[config.mk]
export PLATFORM = sky130hd
export DESIGN_NAME = linear_interp_resampler_core
export DESIGN_NICKNAME = d
export VERILOG_FILES = /design/src/hw/rtl/lir_pkg.sv /design/src/hw/rtl/lir_ctrl.sv /design/src/hw/rtl/lir_dpath.sv /design/src/hw/rtl/linear_interp_resampler_core.sv
export SDC_FILE = /design/constraint.sdc
export NUM_CORES = 2
export LEC_CHECK = 0
export BUFFER_PORTS_ARGS = -buffer_cell sky130_fd_sc_hd__buf_2
export CORE_MARGIN = 10
export CORE_UTILIZATION = 59
export DETAILED_ROUTE_END_ITERATION = 16
export HOLD_SLACK_MARGIN = 0.03
export PLACE_DENSITY_LB_ADDON = 0.12
export SLEW_MARGIN = 25
export SYNTH_ARGS = -nofsm -noshare
export SYNTH_HDL_FRONTEND = slang
export SYNTH_SLANG_ARGS = --single-unit
[constraint.sdc]
create_clock -name i_clk -period 7.2 [get_ports i_clk]
set_clock_uncertainty 0.05 [all_clocks]
set_input_delay 1.8 -clock i_clk [delete_from_list [all_inputs] [get_ports i_clk]]
set_output_delay 1.8 -clock i_clk [all_outputs]
set_load 0.005 [all_outputs]
[src/hw/rtl/lir_pkg.sv]
// Shared types and constants for the linear interpolation resampler.
// No dependencies; every other file of the block imports this package.
package lir_pkg;

    localparam int unsigned TARGET_RATE_DEF = 16000;
    localparam int          SAMPLE_W        = 16;
    localparam int          RATE_W          = 18;
    localparam int          MAX_RESULTS     = 32;
    // quotient bits of the offset-binary interpolation step
    localparam int          QW              = SAMPLE_W + 1;
    // reciprocal divide steps: an estimate step, then a correction step
    localparam int          DIV_STEPS       = 2;

    localparam logic [RATE_W-1:0] RATE_RESET = RATE_W'(48000);
    localparam logic [RATE_W-1:0] RATE_MIN   = RATE_W'(1000);
    localparam logic [RATE_W-1:0] RATE_MAX   = RATE_W'(192000);

    localparam int PADDR_W = 3;
    localparam int PDATA_W = 32;
    localparam int IDX_W   = PADDR_W - 2;
    localparam logic [IDX_W-1:0] REG_SOURCE_RATE = IDX_W'(0);

    typedef struct packed {
        logic signed [SAMPLE_W-1:0] sample_in;
        logic                       stream_last;
    } t_in_word;

    typedef struct packed {
        logic signed [SAMPLE_W-1:0] sample_out;
        logic                       run_last;
    } t_out_word;

    typedef struct packed {
        logic load;
        logic mul;
        logic div_load;
        logic div_step;
        logic emit;
        logic emit_tail;
        logic run_last;
        logic adv;
        logic wrap;
        logic commit;
    } t_cmd;

    typedef struct packed {
        logic have;
        logic last;
        logic ph_lt_t;
        logic nxt_lt_t;
        logic nxt_wrap_lt_t;
        logic out_free;
    } t_sts;

endpackage

[src/hw/rtl/lir_ctrl.sv]
// Sequencer of the resampler: walks the interpolation and tail loops per input word.
// Depends on lir_pkg for the command and status structs.
module lir_ctrl (
    input  logic          i_clk,
    input  logic          i_rst_n,
    input  logic          i_in_valid,
    input  lir_pkg::t_sts i_sts,
    output lir_pkg::t_cmd o_cmd,
    output logic          o_idle
);
    import lir_pkg::*;

    localparam int CW = $clog2(MAX_RESULTS + 1);
    localparam int SW = $clog2(DIV_STEPS + 1);

    typedef enum logic [2:0] {
        S_IDLE, S_LOOP, S_DLOAD, S_DIV, S_EMIT, S_TAIL, S_DONE
    } t_state;

    t_state        r_state, n_state;
    logic [CW-1:0] r_cnt, n_cnt;
    logic [SW-1:0] r_step, n_step;
    logic          w_room, w_room2;

    assign w_room  = r_cnt < CW'(MAX_RESULTS);
    assign w_room2 = r_cnt < CW'(MAX_RESULTS - 1);
    assign o_idle  = (r_state == S_IDLE);

    always_comb begin
        n_state = r_state;
        n_cnt   = r_cnt;
        n_step  = r_step;
        o_cmd   = '0;
        unique case (r_state)
            S_IDLE: begin
                if (i_in_valid) begin
                    o_cmd.load = 1'b1;
                    n_cnt      = '0;
                    n_state    = S_LOOP;
                end
            end
            S_LOOP: begin
                if (!i_sts.have) begin
                    n_state = S_TAIL;
                end else if (i_sts.ph_lt_t) begin
                    if (w_room) begin
                        o_cmd.mul = 1'b1;
                        n_state   = S_DLOAD;
                    end else begin
                        // result limit reached: advance phase without output
                        o_cmd.adv = 1'b1;
                    end
                end else begin
                    o_cmd.wrap = 1'b1;
                    n_state    = S_TAIL;
                end
            end
            S_DLOAD: begin
                o_cmd.div_load = 1'b1;
                n_step         = '0;
                n_state        = S_DIV;
            end
            S_DIV: begin
                o_cmd.div_step = 1'b1;
                n_step         = r_step + SW'(1);
                if (r_step == SW'(DIV_STEPS - 1)) begin
                    n_state = S_EMIT;
                end
            end
            S_EMIT: begin
                if (i_sts.out_free) begin
                    o_cmd.emit     = 1'b1;
                    o_cmd.run_last = !(w_room2 && (i_sts.nxt_lt_t ||
                                       (i_sts.last && i_sts.nxt_wrap_lt_t)));
                    o_cmd.adv      = 1'b1;
                    n_cnt          = r_cnt + CW'(1);
                    n_state        = S_LOOP;
                end
            end
            S_TAIL: begin
                if (i_sts.last && i_sts.ph_lt_t && w_room) begin
                    if (i_sts.out_free) begin
                        o_cmd.emit      = 1'b1;
                        o_cmd.emit_tail = 1'b1;
                        o_cmd.run_last  = !(w_room2 && i_sts.nxt_lt_t);
                        o_cmd.adv       = 1'b1;
                        n_cnt           = r_cnt + CW'(1);
                    end
                end else begin
                    n_state = S_DONE;
                end
            end
            S_DONE: begin
                o_cmd.commit = 1'b1;
                n_state      = S_IDLE;
            end
            default: begin
                n_state = S_IDLE;
            end
        endcase
    end

    always_ff @(posedge i_clk) begin
        if (!i_rst_n) begin
            r_state <= S_IDLE;
            r_cnt   <= '0;
            r_step  <= '0;
        end else begin
            r_state <= n_state;
            r_cnt   <= n_cnt;
            r_step  <= n_step;
        end
    end

endmodule

[src/hw/rtl/lir_dpath.sv]
// Datapath of the resampler: stream state, phase, multiplier, reciprocal divide, output register.
// Depends on lir_pkg; driven by lir_ctrl commands.
module lir_dpath #(
    parameter int unsigned TARGET_RATE = lir_pkg::TARGET_RATE_DEF
) (
    input  logic                       i_clk,
    input  logic                       i_rst_n,
    input  lir_pkg::t_in_word          i_in_data,
    input  logic [lir_pkg::RATE_W-1:0] i_source_rate,
    input  lir_pkg::t_cmd              i_cmd,
    output lir_pkg::t_sts              o_sts,
    input  logic                       i_out_stall,
    output logic                       o_out_valid,
    output lir_pkg::t_out_word         o_out_data
);
    import lir_pkg::*;

    localparam int TW  = $clog2(TARGET_RATE);
    localparam int PW  = $clog2(TARGET_RATE + int'(RATE_MAX));
    localparam int DFW = SAMPLE_W + 1;
    localparam int PRW = DFW + TW + 1;
    localparam int DW  = QW + TW;

    localparam logic [PW-1:0] T_P  = PW'(TARGET_RATE);
    localparam logic [PW:0]   T2_P = (PW + 1)'(2 * TARGET_RATE);
    localparam logic [DW-1:0] T_W  = DW'(TARGET_RATE);
    // 2^DW / T rounded down; the quotient estimate is low by at most one
    localparam logic [QW:0]   T_RCP = (QW + 1)'((longint'(1) << DW) / longint'(TARGET_RATE));
    // offset keeps the dividend positive; quotient comes out in offset binary
    localparam longint        OFS_L = longint'(TARGET_RATE) * (longint'(1) << (QW - 1))
                                      + longint'(TARGET_RATE / 2);
    localparam logic signed [PRW:0] DIV_OFS = (PRW + 1)'(OFS_L);

    logic signed [SAMPLE_W-1:0] r_prev, r_cur;
    logic                       r_have, r_last;
    logic [PW-1:0]              r_phase;
    logic [RATE_W-1:0]          r_s, n_s;
    logic signed [DFW-1:0]      r_diff;
    logic signed [PRW-1:0]      r_prod;
    logic [DW-1:0]              r_num;
    logic [QW-1:0]              r_qe, r_quo;
    logic                       r_ovalid;
    t_out_word                  r_odata;

    logic [PW:0]            w_nxt;
    logic [DW+QW:0]         w_eprod;
    logic [DW-1:0]          w_qt, w_rem;
    logic                   w_fix;
    logic signed [PRW:0]    w_num;
    logic [QW-1:0]          w_qs;
    logic [SAMPLE_W+1:0]    w_val;

    always_comb begin
        if (i_source_rate < RATE_MIN) begin
            n_s = RATE_MIN;
        end else if (i_source_rate > RATE_MAX) begin
            n_s = RATE_MAX;
        end else begin
            n_s = i_source_rate;
        end
    end

    assign w_nxt   = {1'b0, r_phase} + (PW + 1)'(r_s);
    assign w_num   = $signed({r_prod[PRW-1], r_prod}) + DIV_OFS;
    // estimate the quotient, then bump it once if the remainder is still >= T
    assign w_eprod = {{(QW + 1){1'b0}}, r_num} * {{DW{1'b0}}, T_RCP};
    assign w_qt    = {{TW{1'b0}}, r_qe} * T_W;
    assign w_rem   = r_num - w_qt;
    assign w_fix   = (w_rem >= T_W);
    // flip the offset-binary MSB to get the signed correction term
    assign w_qs    = {~r_quo[QW-1], r_quo[QW-2:0]};
    assign w_val   = {{2{r_prev[SAMPLE_W-1]}}, r_prev} + {w_qs[QW-1], w_qs};

    assign o_sts.have          = r_have;
    assign o_sts.last          = r_last;
    assign o_sts.ph_lt_t       = (r_phase < T_P);
    assign o_sts.nxt_lt_t      = (w_nxt < {1'b0, T_P});
    assign o_sts.nxt_wrap_lt_t = (w_nxt < T2_P);
    assign o_sts.out_free      = !r_ovalid || !i_out_stall;

    assign o_out_valid = r_ovalid;
    assign o_out_data  = r_odata;

    // payload registers
    always_ff @(posedge i_clk) begin
        if (i_cmd.load) begin
            r_cur  <= i_in_data.sample_in;
            r_last <= i_in_data.stream_last;
            r_s    <= n_s;
            r_diff <= $signed({i_in_data.sample_in[SAMPLE_W-1], i_in_data.sample_in})
                    - $signed({r_prev[SAMPLE_W-1], r_prev});
        end
        if (i_cmd.mul) begin
            r_prod <= r_diff * $signed({1'b0, r_phase[TW-1:0]});
        end
        if (i_cmd.div_load) begin
            r_num <= w_num[DW-1:0];
        end
        // first step settles the estimate, second step applies the correction
        if (i_cmd.div_step) begin
            r_qe  <= w_eprod[DW+QW-1:DW];
            r_quo <= r_qe + QW'(w_fix);
        end
        if (i_cmd.emit) begin
            r_odata.sample_out <= i_cmd.emit_tail ? r_cur : $signed(w_val[SAMPLE_W-1:0]);
            r_odata.run_last   <= i_cmd.run_last;
        end
    end

    // stream state and output valid
    always_ff @(posedge i_clk) begin
        if (!i_rst_n) begin
            r_prev   <= '0;
            r_have   <= 1'b0;
            r_phase  <= '0;
            r_ovalid <= 1'b0;
        end else begin
            if (i_cmd.commit) begin
                if (r_last) begin
                    r_prev  <= '0;
                    r_have  <= 1'b0;
                    r_phase <= '0;
                end else begin
                    r_prev <= r_cur;
                    r_have <= 1'b1;
                end
            end else if (i_cmd.adv) begin
                r_phase <= w_nxt[PW-1:0];
            end else if (i_cmd.wrap) begin
                r_phase <= r_phase - T_P;
            end
            if (i_cmd.emit) begin
                r_ovalid <= 1'b1;
            end else if (!i_out_stall) begin
                r_ovalid <= 1'b0;
            end
        end
    end

endmodule

[src/hw/rtl/linear_interp_resampler_core.sv]
// Top level of the linear interpolation resampler: APB register, sequencer and datapath.
// Depends on lir_pkg, lir_ctrl and lir_dpath.
//
//  channel  | direction | handshake                 | word
//  ---------+-----------+---------------------------+---------------------------
//  input    | in        | i_in_valid / o_in_stall   | sample_in, stream_last
//  output   | out       | o_out_valid / i_out_stall | sample_out, run_last
//  config   | in        | psel/penable/pwrite/pready| source_rate at byte addr 0
//
// One input word is handled at a time; o_in_stall is high from acceptance until
// the word's results are all handed to the output register and the stream state
// is committed. Each interpolated result takes a phase check, a dividend load,
// the estimate and correction steps of the reciprocal divide and the emit; tail
// results are emitted directly, and positions past the 32-result limit only
// advance the phase. A stalled output holds its word and the sequencer waits.
// Reset is synchronous and active low; it clears the stream state and restores
// source_rate to 48000.
module linear_interp_resampler_core #(
    parameter int unsigned TARGET_RATE = lir_pkg::TARGET_RATE_DEF
) (
    input  logic                        i_clk,
    input  logic                        i_rst_n,
    input  logic                        i_in_valid,
    input  lir_pkg::t_in_word           i_in_data,
    output logic                        o_in_stall,
    output logic                        o_out_valid,
    output lir_pkg::t_out_word          o_out_data,
    input  logic                        i_out_stall,
    input  logic                        psel,
    input  logic                        penable,
    input  logic                        pwrite,
    input  logic [lir_pkg::PADDR_W-1:0] paddr,
    input  logic [lir_pkg::PDATA_W-1:0] pwdata,
    output logic [lir_pkg::PDATA_W-1:0] prdata,
    output logic                        pready
);
    import lir_pkg::*;

    logic [RATE_W-1:0] r_source_rate;
    logic [IDX_W-1:0]  w_idx;
    logic              w_idle;
    t_cmd              w_cmd;
    t_sts              w_sts;

    assign pready = 1'b1;
    assign w_idx  = paddr[PADDR_W-1:2];

    // config write lands in the access phase; the user must issue writes only while idle (not enforced)
    always_ff @(posedge i_clk) begin
        if (!i_rst_n) begin
            r_source_rate <= RATE_RESET;
        end else if (psel && penable && pwrite && pready) begin
            if (w_idx == REG_SOURCE_RATE) begin
                r_source_rate <= pwdata[RATE_W-1:0];
            end
        end
    end

    always_comb begin
        prdata = '0;
        if (w_idx == REG_SOURCE_RATE) begin
            prdata = PDATA_W'(r_source_rate);
        end
    end

    // hold the input side off while a word is in flight
    assign o_in_stall = !w_idle;

    lir_ctrl u_ctrl (
        .i_clk      (i_clk),
        .i_rst_n    (i_rst_n),
        .i_in_valid (i_in_valid),
        .i_sts      (w_sts),
        .o_cmd      (w_cmd),
        .o_idle     (w_idle)
    );

    lir_dpath #(
        .TARGET_RATE (TARGET_RATE)
    ) u_dpath (
        .i_clk         (i_clk),
        .i_rst_n       (i_rst_n),
        .i_in_data     (i_in_data),
        .i_source_rate (r_source_rate),
        .i_cmd         (w_cmd),
        .o_sts         (w_sts),
        .i_out_stall   (i_out_stall),
        .o_out_valid   (o_out_valid),
        .o_out_data    (o_out_data)
    );

endmodule

; ---- Word level (Yosys, flattened, before mapping)
; Cells that the tools add are included.
[classes]
multipliers = 3
eq_ne = 15
bitwise_logic = 1
n_reduce_logical = 23
mux = 46
magnitude_cmp = 8
add_sub_neg = 9
[op_table]
columns = cell, count
row1 = 18-bit 2-to-1 mux, 6
row2 = 31-bit by 18-bit multiplier with 48-bit output (second input constant), 1
row3 = 16-bit 2-to-1 mux, 2
row4 = 31-bit adder (second input constant), 1
row5 = 31-bit by 14-bit greater-or-equal comparator with 1-bit output (second input constant), 1
row6 = 17-bit by 15-bit multiplier with 31-bit output, 1
row7 = 31-bit subtractor, 1
row8 = 17-bit by 7-bit multiplier with 24-bit output (second input constant), 1
row9 = 3-bit 2-to-1 mux, 7
row10 = 18-bit by 18-bit adder with 19-bit output, 1
row11 = 19-bit by 14-bit < comparator with 1-bit output (second input constant), 1
row12 = 19-bit by 15-bit < comparator with 1-bit output (second input constant), 1
row13 = 18-bit > comparator (second input constant), 1
row14 = 18-bit by 10-bit < comparator with 1-bit output (second input constant), 1
row15 = 18-bit by 14-bit < comparator with 1-bit output (second input constant), 1
row16 = 1-bit 2-to-1 mux, 18
row17 = 6-bit 2-to-1 mux, 3
row18 = 3-bit one-hot mux with 6 select lines, 1
row19 = 6-bit one-hot mux with 3 select lines, 1
row20 = 18-bit by 14-bit subtractor with 18-bit output (second input constant), 1
row21 = 17-bit by 1-bit adder with 17-bit output, 1
row22 = 16-bit by 16-bit subtractor with 17-bit output, 1
row23 = 16-bit adder, 1
row24 = 2-bit by 1-bit != test with 1-bit output (second input constant), 5
row25 = other kinds (26), 46
[word_totals]
register_bits = 230

; ---- Depth between registers and ports, before layout
[logic_depth]
depth_word = 10
mapped_depth = 35

; ---- By module
; Synthesis repeated with hierarchy kept, for this count alone.
[hier_totals]
cells_unflattened = 3149
hier_area_um2 = 30724.5
[modules_own_cells]
columns = module, seq_area_each_um2, area_per_inst_um2, instances, cells_each
row1 = lir_dpath, 5645.4, 28945.3, 1, 2939
row2 = linear_interp_resampler_core, 360.3, 1027.2, 1, 116
row3 = lir_ctrl, 220.2, 752.0, 1, 94

; ---- Least setup slack after synthesis
; No wires, ideal clock.
[synth_path]
path_type = reg-to-reg
from = register u_dpath.r_qe[0]
to = register u_dpath.r_quo[14] (data pin)
setup_time_ns = 0.266
slack_ns = -0.323
required_time_ns = 6.884
path_buffers = 0
t_arrival_ns = 7.207
synth_period_minus_slack_ns = 7.523
path_stages_with_launch = 34
path_cell_list = edfxtp_1 > fa_1 > inv_1 > fa_1 > fa_1 > fa_1 > inv_1 > ha_1 > inv_1 > o21bai_1 > a31oi_1 > o21ai_0 > o41a_1 > a21oi_1 > o211ai_1 > a21oi_1 > xor2_1 > ha_1 > inv_1 > nor2_1 > a211oi_1 > nor2_1 > nor4_1 > and4_1 > o2111ai_1 > or4_4 > a2111oi_4 > nand4_1 > ha_1 > ha_1 > nand3_1 > nor2_1 > nand2_1 > xnor2_1
[synth_via]
elab_chain_cells = 4
[synth_lines]
columns = element, line
row1 = start: declaration, lir_dpath.sv:41  ; logic [QW-1:0] r_qe, r_quo;
row2 = start signal: assignment, lir_dpath.sv:101  ; r_qe <= w_eprod[DW+QW-1:DW];
row3 = 17-bit by 7-bit multiplier with 24-bit output, lir_dpath.sv:67  ; assign w_qt = {{TW{1'b0}}, r_qe} * T_W;
row4 = 31-bit subtractor, lir_dpath.sv:68  ; assign w_rem = r_num - w_qt;
row5 = 31-bit by 14-bit greater-or-equal comparator with 1-bit output, lir_dpath.sv:69  ; assign w_fix = (w_rem >= T_W);
row6 = 17-bit by 1-bit adder with 17-bit output (*), lir_dpath.sv:102  ; r_quo <= r_qe + QW'(w_fix);
row7 = end signal: assignment, lir_dpath.sv:102
row8 = end: declaration, lir_dpath.sv:41
; Every way passes the cells marked *; elsewhere a longest branch is shown, timed or not.
; A chain may end at the register's enable or synchronous reset.

; ---- Worst setup path after layout
[layout_path]
from = register u_dpath.r_qe[2]
to = register u_dpath.r_quo[12] (data pin)
; Same word-level chain as after synthesis.

==> results.txt <==
outcome: complete, but fails checks
violated checks: negative setup slack
Port Buf Inserts: 79
gr usage total: 0.239
Post-synth ARST share: 0
largest fanout on the critical path: 4
Worst-Skew Late Latency: 570 ps
worst slew pin tran: 967 ps
VDD IR max: 0.240 mV
Finish-stage setup viols: 16
Max Cap Viol: 0
largest net degree at the start of global routing: 63
Reg clk slew, reported paths: 60 ps
dpl cells: 3909
synthesized flop and latch total: 229
crit end category: flop
wire per inst: 17.8 um
maximum clock rate: 133 MHz
Worst Min Path Start: u_dpath.r_prod[1]$_DFFE_PP_
CTS tree: yes
Synth area leaders: fa_1 26%, ha_1 18%, edfxtp_1 16%
first-pass GRT wire length: 118 mm
I/O pin total: 111
share of layout cells above drive strength 1: 0.112
Die X: 245 um
register area share after synthesis: 0.208
crit start category: flop
DRC violations left: 0
Post-synth EDFFs: 164
Root Buffer: clkbuf_16
DR vias: 21800
# diodes: 0
Cells after Synth: 3067
fin nets: 4154
most common cell after layout, fill and taps aside: inv_1
Final WS setup: -299 ps
initial antenna violation count: 0
worst path arrival time: 7750 ps
Fin Hold WS: 370 ps
chip height: 245 um
reg2reg path depth: 33
Power Total: 12.5 mW
CTS sink count: 229
WL final: 70.7 mm
worst hold path class: flop to flop
clock buffer count from CTS: 25
Slew headroom: 0.355
hold depth: 0
P_leak: 16.1 nW
ANT nets after route: 0
Synth Warn #: 0
GRT overflow: 0
worst flop-to-flop path startpoint: u_dpath.r_qe[2]$_DFFE_PP_
Syn Area/Cell: 9.76 um2
WP data required: 7450 ps
share of the synthesized area in the top cell type: 0.257
DIE AREA: 0.0601 mm2
FP Rows: 82
synthesized area: 0.0299 mm2
RSZ-0062 raised after global routing: true
vias per std cell: 5.50
Routability Congestion: 0.914
Worst R2R Setup Slack: -300 ps
number of global-route vias before repair: 23500
library cells used by synthesis: 71
leading area contributor after synthesis: fa_1
Final Hold Fails: 0
initial drt markers: 991
slowest stage cell, crit path: fa_1
Final min period: 7500 ps
clk buf depth: 3
worst reg2reg path endpoint: u_dpath.r_quo[12]$_DFFE_PP_
Hold Path Sink: u_dpath.r_num[1]$_DFFE_PP_
pins over their slew limit: 0
Core Region: 0.0502 mm2
Area growth, synth to finish: 11.4%
initial core utilization: 0.597
crit-path max cell delay: 560 ps
cell mode on critical path: fa_1
non-filler cells, final: 3971
DRT Pass-1 Iters: 6
ys flop type: edfxtp_1
PD cells: 375 mW/mm2
final worst path period share: 1.04
most used cells in the layout excluding fill and tap cells: 546 x inv_1, 420 x ha_1, 382 x fa_1, 246 x nand2_1, 180 x buf_4
H-tree lvl count: 1
critical path type: flop to flop
HPWL after DPL: 58.1 mm
==> power breakdown <==
part | total (mW) | switching [mW] | internal [mW]
logic | 9.21 | 5.08 | 4.13
registers | 2.03 | 0.250 | 1.78
clock network | 1.28 | 0.561 | 0.717
==> metrics by stage <==
step	TNS, ps	setup WS, ps	instance area, um2	util
floorplan	0	58.4	30000	-
global placement	-8170	-639	32200	0.641
detailed placement	-9520	-725	32200	0.641
CTS	-7540	-556	33200	0.661
global route	-8190	-619	33400	0.665
finish	-3260	-299	33400	0.665
==> layout make-up <==
cell class | count | area, um2
multi-input combinational | 2207 | 21600
fill | 3988 | 16800
sequential | 229 | 6230
inverter | 554 | 2080
timing repair buffer | 264 | 1810
tap | 672 | 841
clock buffer | 27 | 633
clock inverter | 18 | 168
==> worst max-delay path: cells and delay by family (launching register included) <==
| kind | cells | cell delay [ps] |
|---|---|---|
| adders and majority gates | 8 | 2940 |
| and+or+nand+nor | 12 | 1920 |
| AOI/OAI and AO/OA | 8 | 1330 |
| DFF | 1 | 470 |
| buffers and inverters | 3 | 270 |
| xor gates and xnor gates | 2 | 250 |
==> worst max path at each step <==
stage | slack [ps] | from | end
finish | -300 | u_dpath.r_qe[2]$_DFFE_PP_ | u_dpath.r_quo[12]$_DFFE_PP_
global route | -620 | u_dpath.r_qe[2]$_DFFE_PP_ | u_dpath.r_quo[14]$_DFFE_PP_
CTS | -560 | u_dpath.r_qe[1]$_DFFE_PP_ | u_dpath.r_quo[14]$_DFFE_PP_
detailed placement | -730 | u_dpath.r_qe[1]$_DFFE_PP_ | u_dpath.r_quo[10]$_DFFE_PP_
global placement | -640 | u_dpath.r_qe[2]$_DFFE_PP_ | u_dpath.r_quo[14]$_DFFE_PP_
floorplan | 60 | u_dpath.r_qe[1]$_DFFE_PP_ | u_dpath.r_quo[14]$_DFFE_PP_
==> flip-flops by register name (all words and copies together), names as in the netlist <==
signal,cells
u_dpath.r_num,31
u_dpath.r_prod,31
r_source_rate,18
u_dpath.r_phase,18
u_dpath.r_s,18
u_dpath.o_out_data,17
u_dpath.r_diff,17
u_dpath.r_qe,17
u_dpath.r_cur,16
u_dpath.r_prev,16
u_dpath.r_quo,16
u_ctrl.r_cnt,6
u_ctrl.r_state,3
u_ctrl.r_step,2
u_dpath.o_out_valid,1
u_dpath.r_have,1
u_dpath.r_last,1
==> synth_stat cells (all sizes together) (35+ instances only) <==
library cell,n
xnor2,102
dfxtp,65
edfxtp,164
nor2b,62
ha,430
nor3,35
nand2,250
nor2,120
inv,554
and2,145
a21o,47
nand3,54
o21ai,80
xor2,54
fa,384
a21oi,133
clkbuf,72
==> layer usage <==
| layer | share of wire | GRT usage | wire [um] | vias to the layer above |
|---|---|---|---|---|
| li1 | - | - | - | 10500 |
| met1 | 0.43 | 0.306 | 30700 | 10800 |
| met2 | 0.50 | 0.426 | 35500 | 449 |
| met3 | 0.036 | 0.0210 | 2550 | 102 |
| met4 | 0.026 | 0.0652 | 1870 | 0 |
| met5 | 0 | 0 | 0 | - |
==> cells by family (layout without fill, tap and decap cells) <==
kind of cell / after synthesis / in the layout / synth area share
AOI/OAI and AO/OA: 441 / 441 / 0.0960
xor gates and xnor gates: 156 / 156 / 0.0456
adders and majority gates: 814 / 814 / 0.437
buffers and inverters: 644 / 863 / 0.0826
DFF: 229 / 229 / 0.208
muxes: 4 / 4 / 0.00134
other: 2 / 15 / 0.000251
and+or+nand+nor: 777 / 777 / 0.130
==> repair_timing <==
item,4_1_cts,5_1_grt
setup endpoints to repair,16,20
resized for setup,24,34
hold endpoints to repair,0,0
hold buffers,0,0
pin swaps,26,18
setup buffers,10,8
Note: power is estimated with default switching activity, not from simulation.
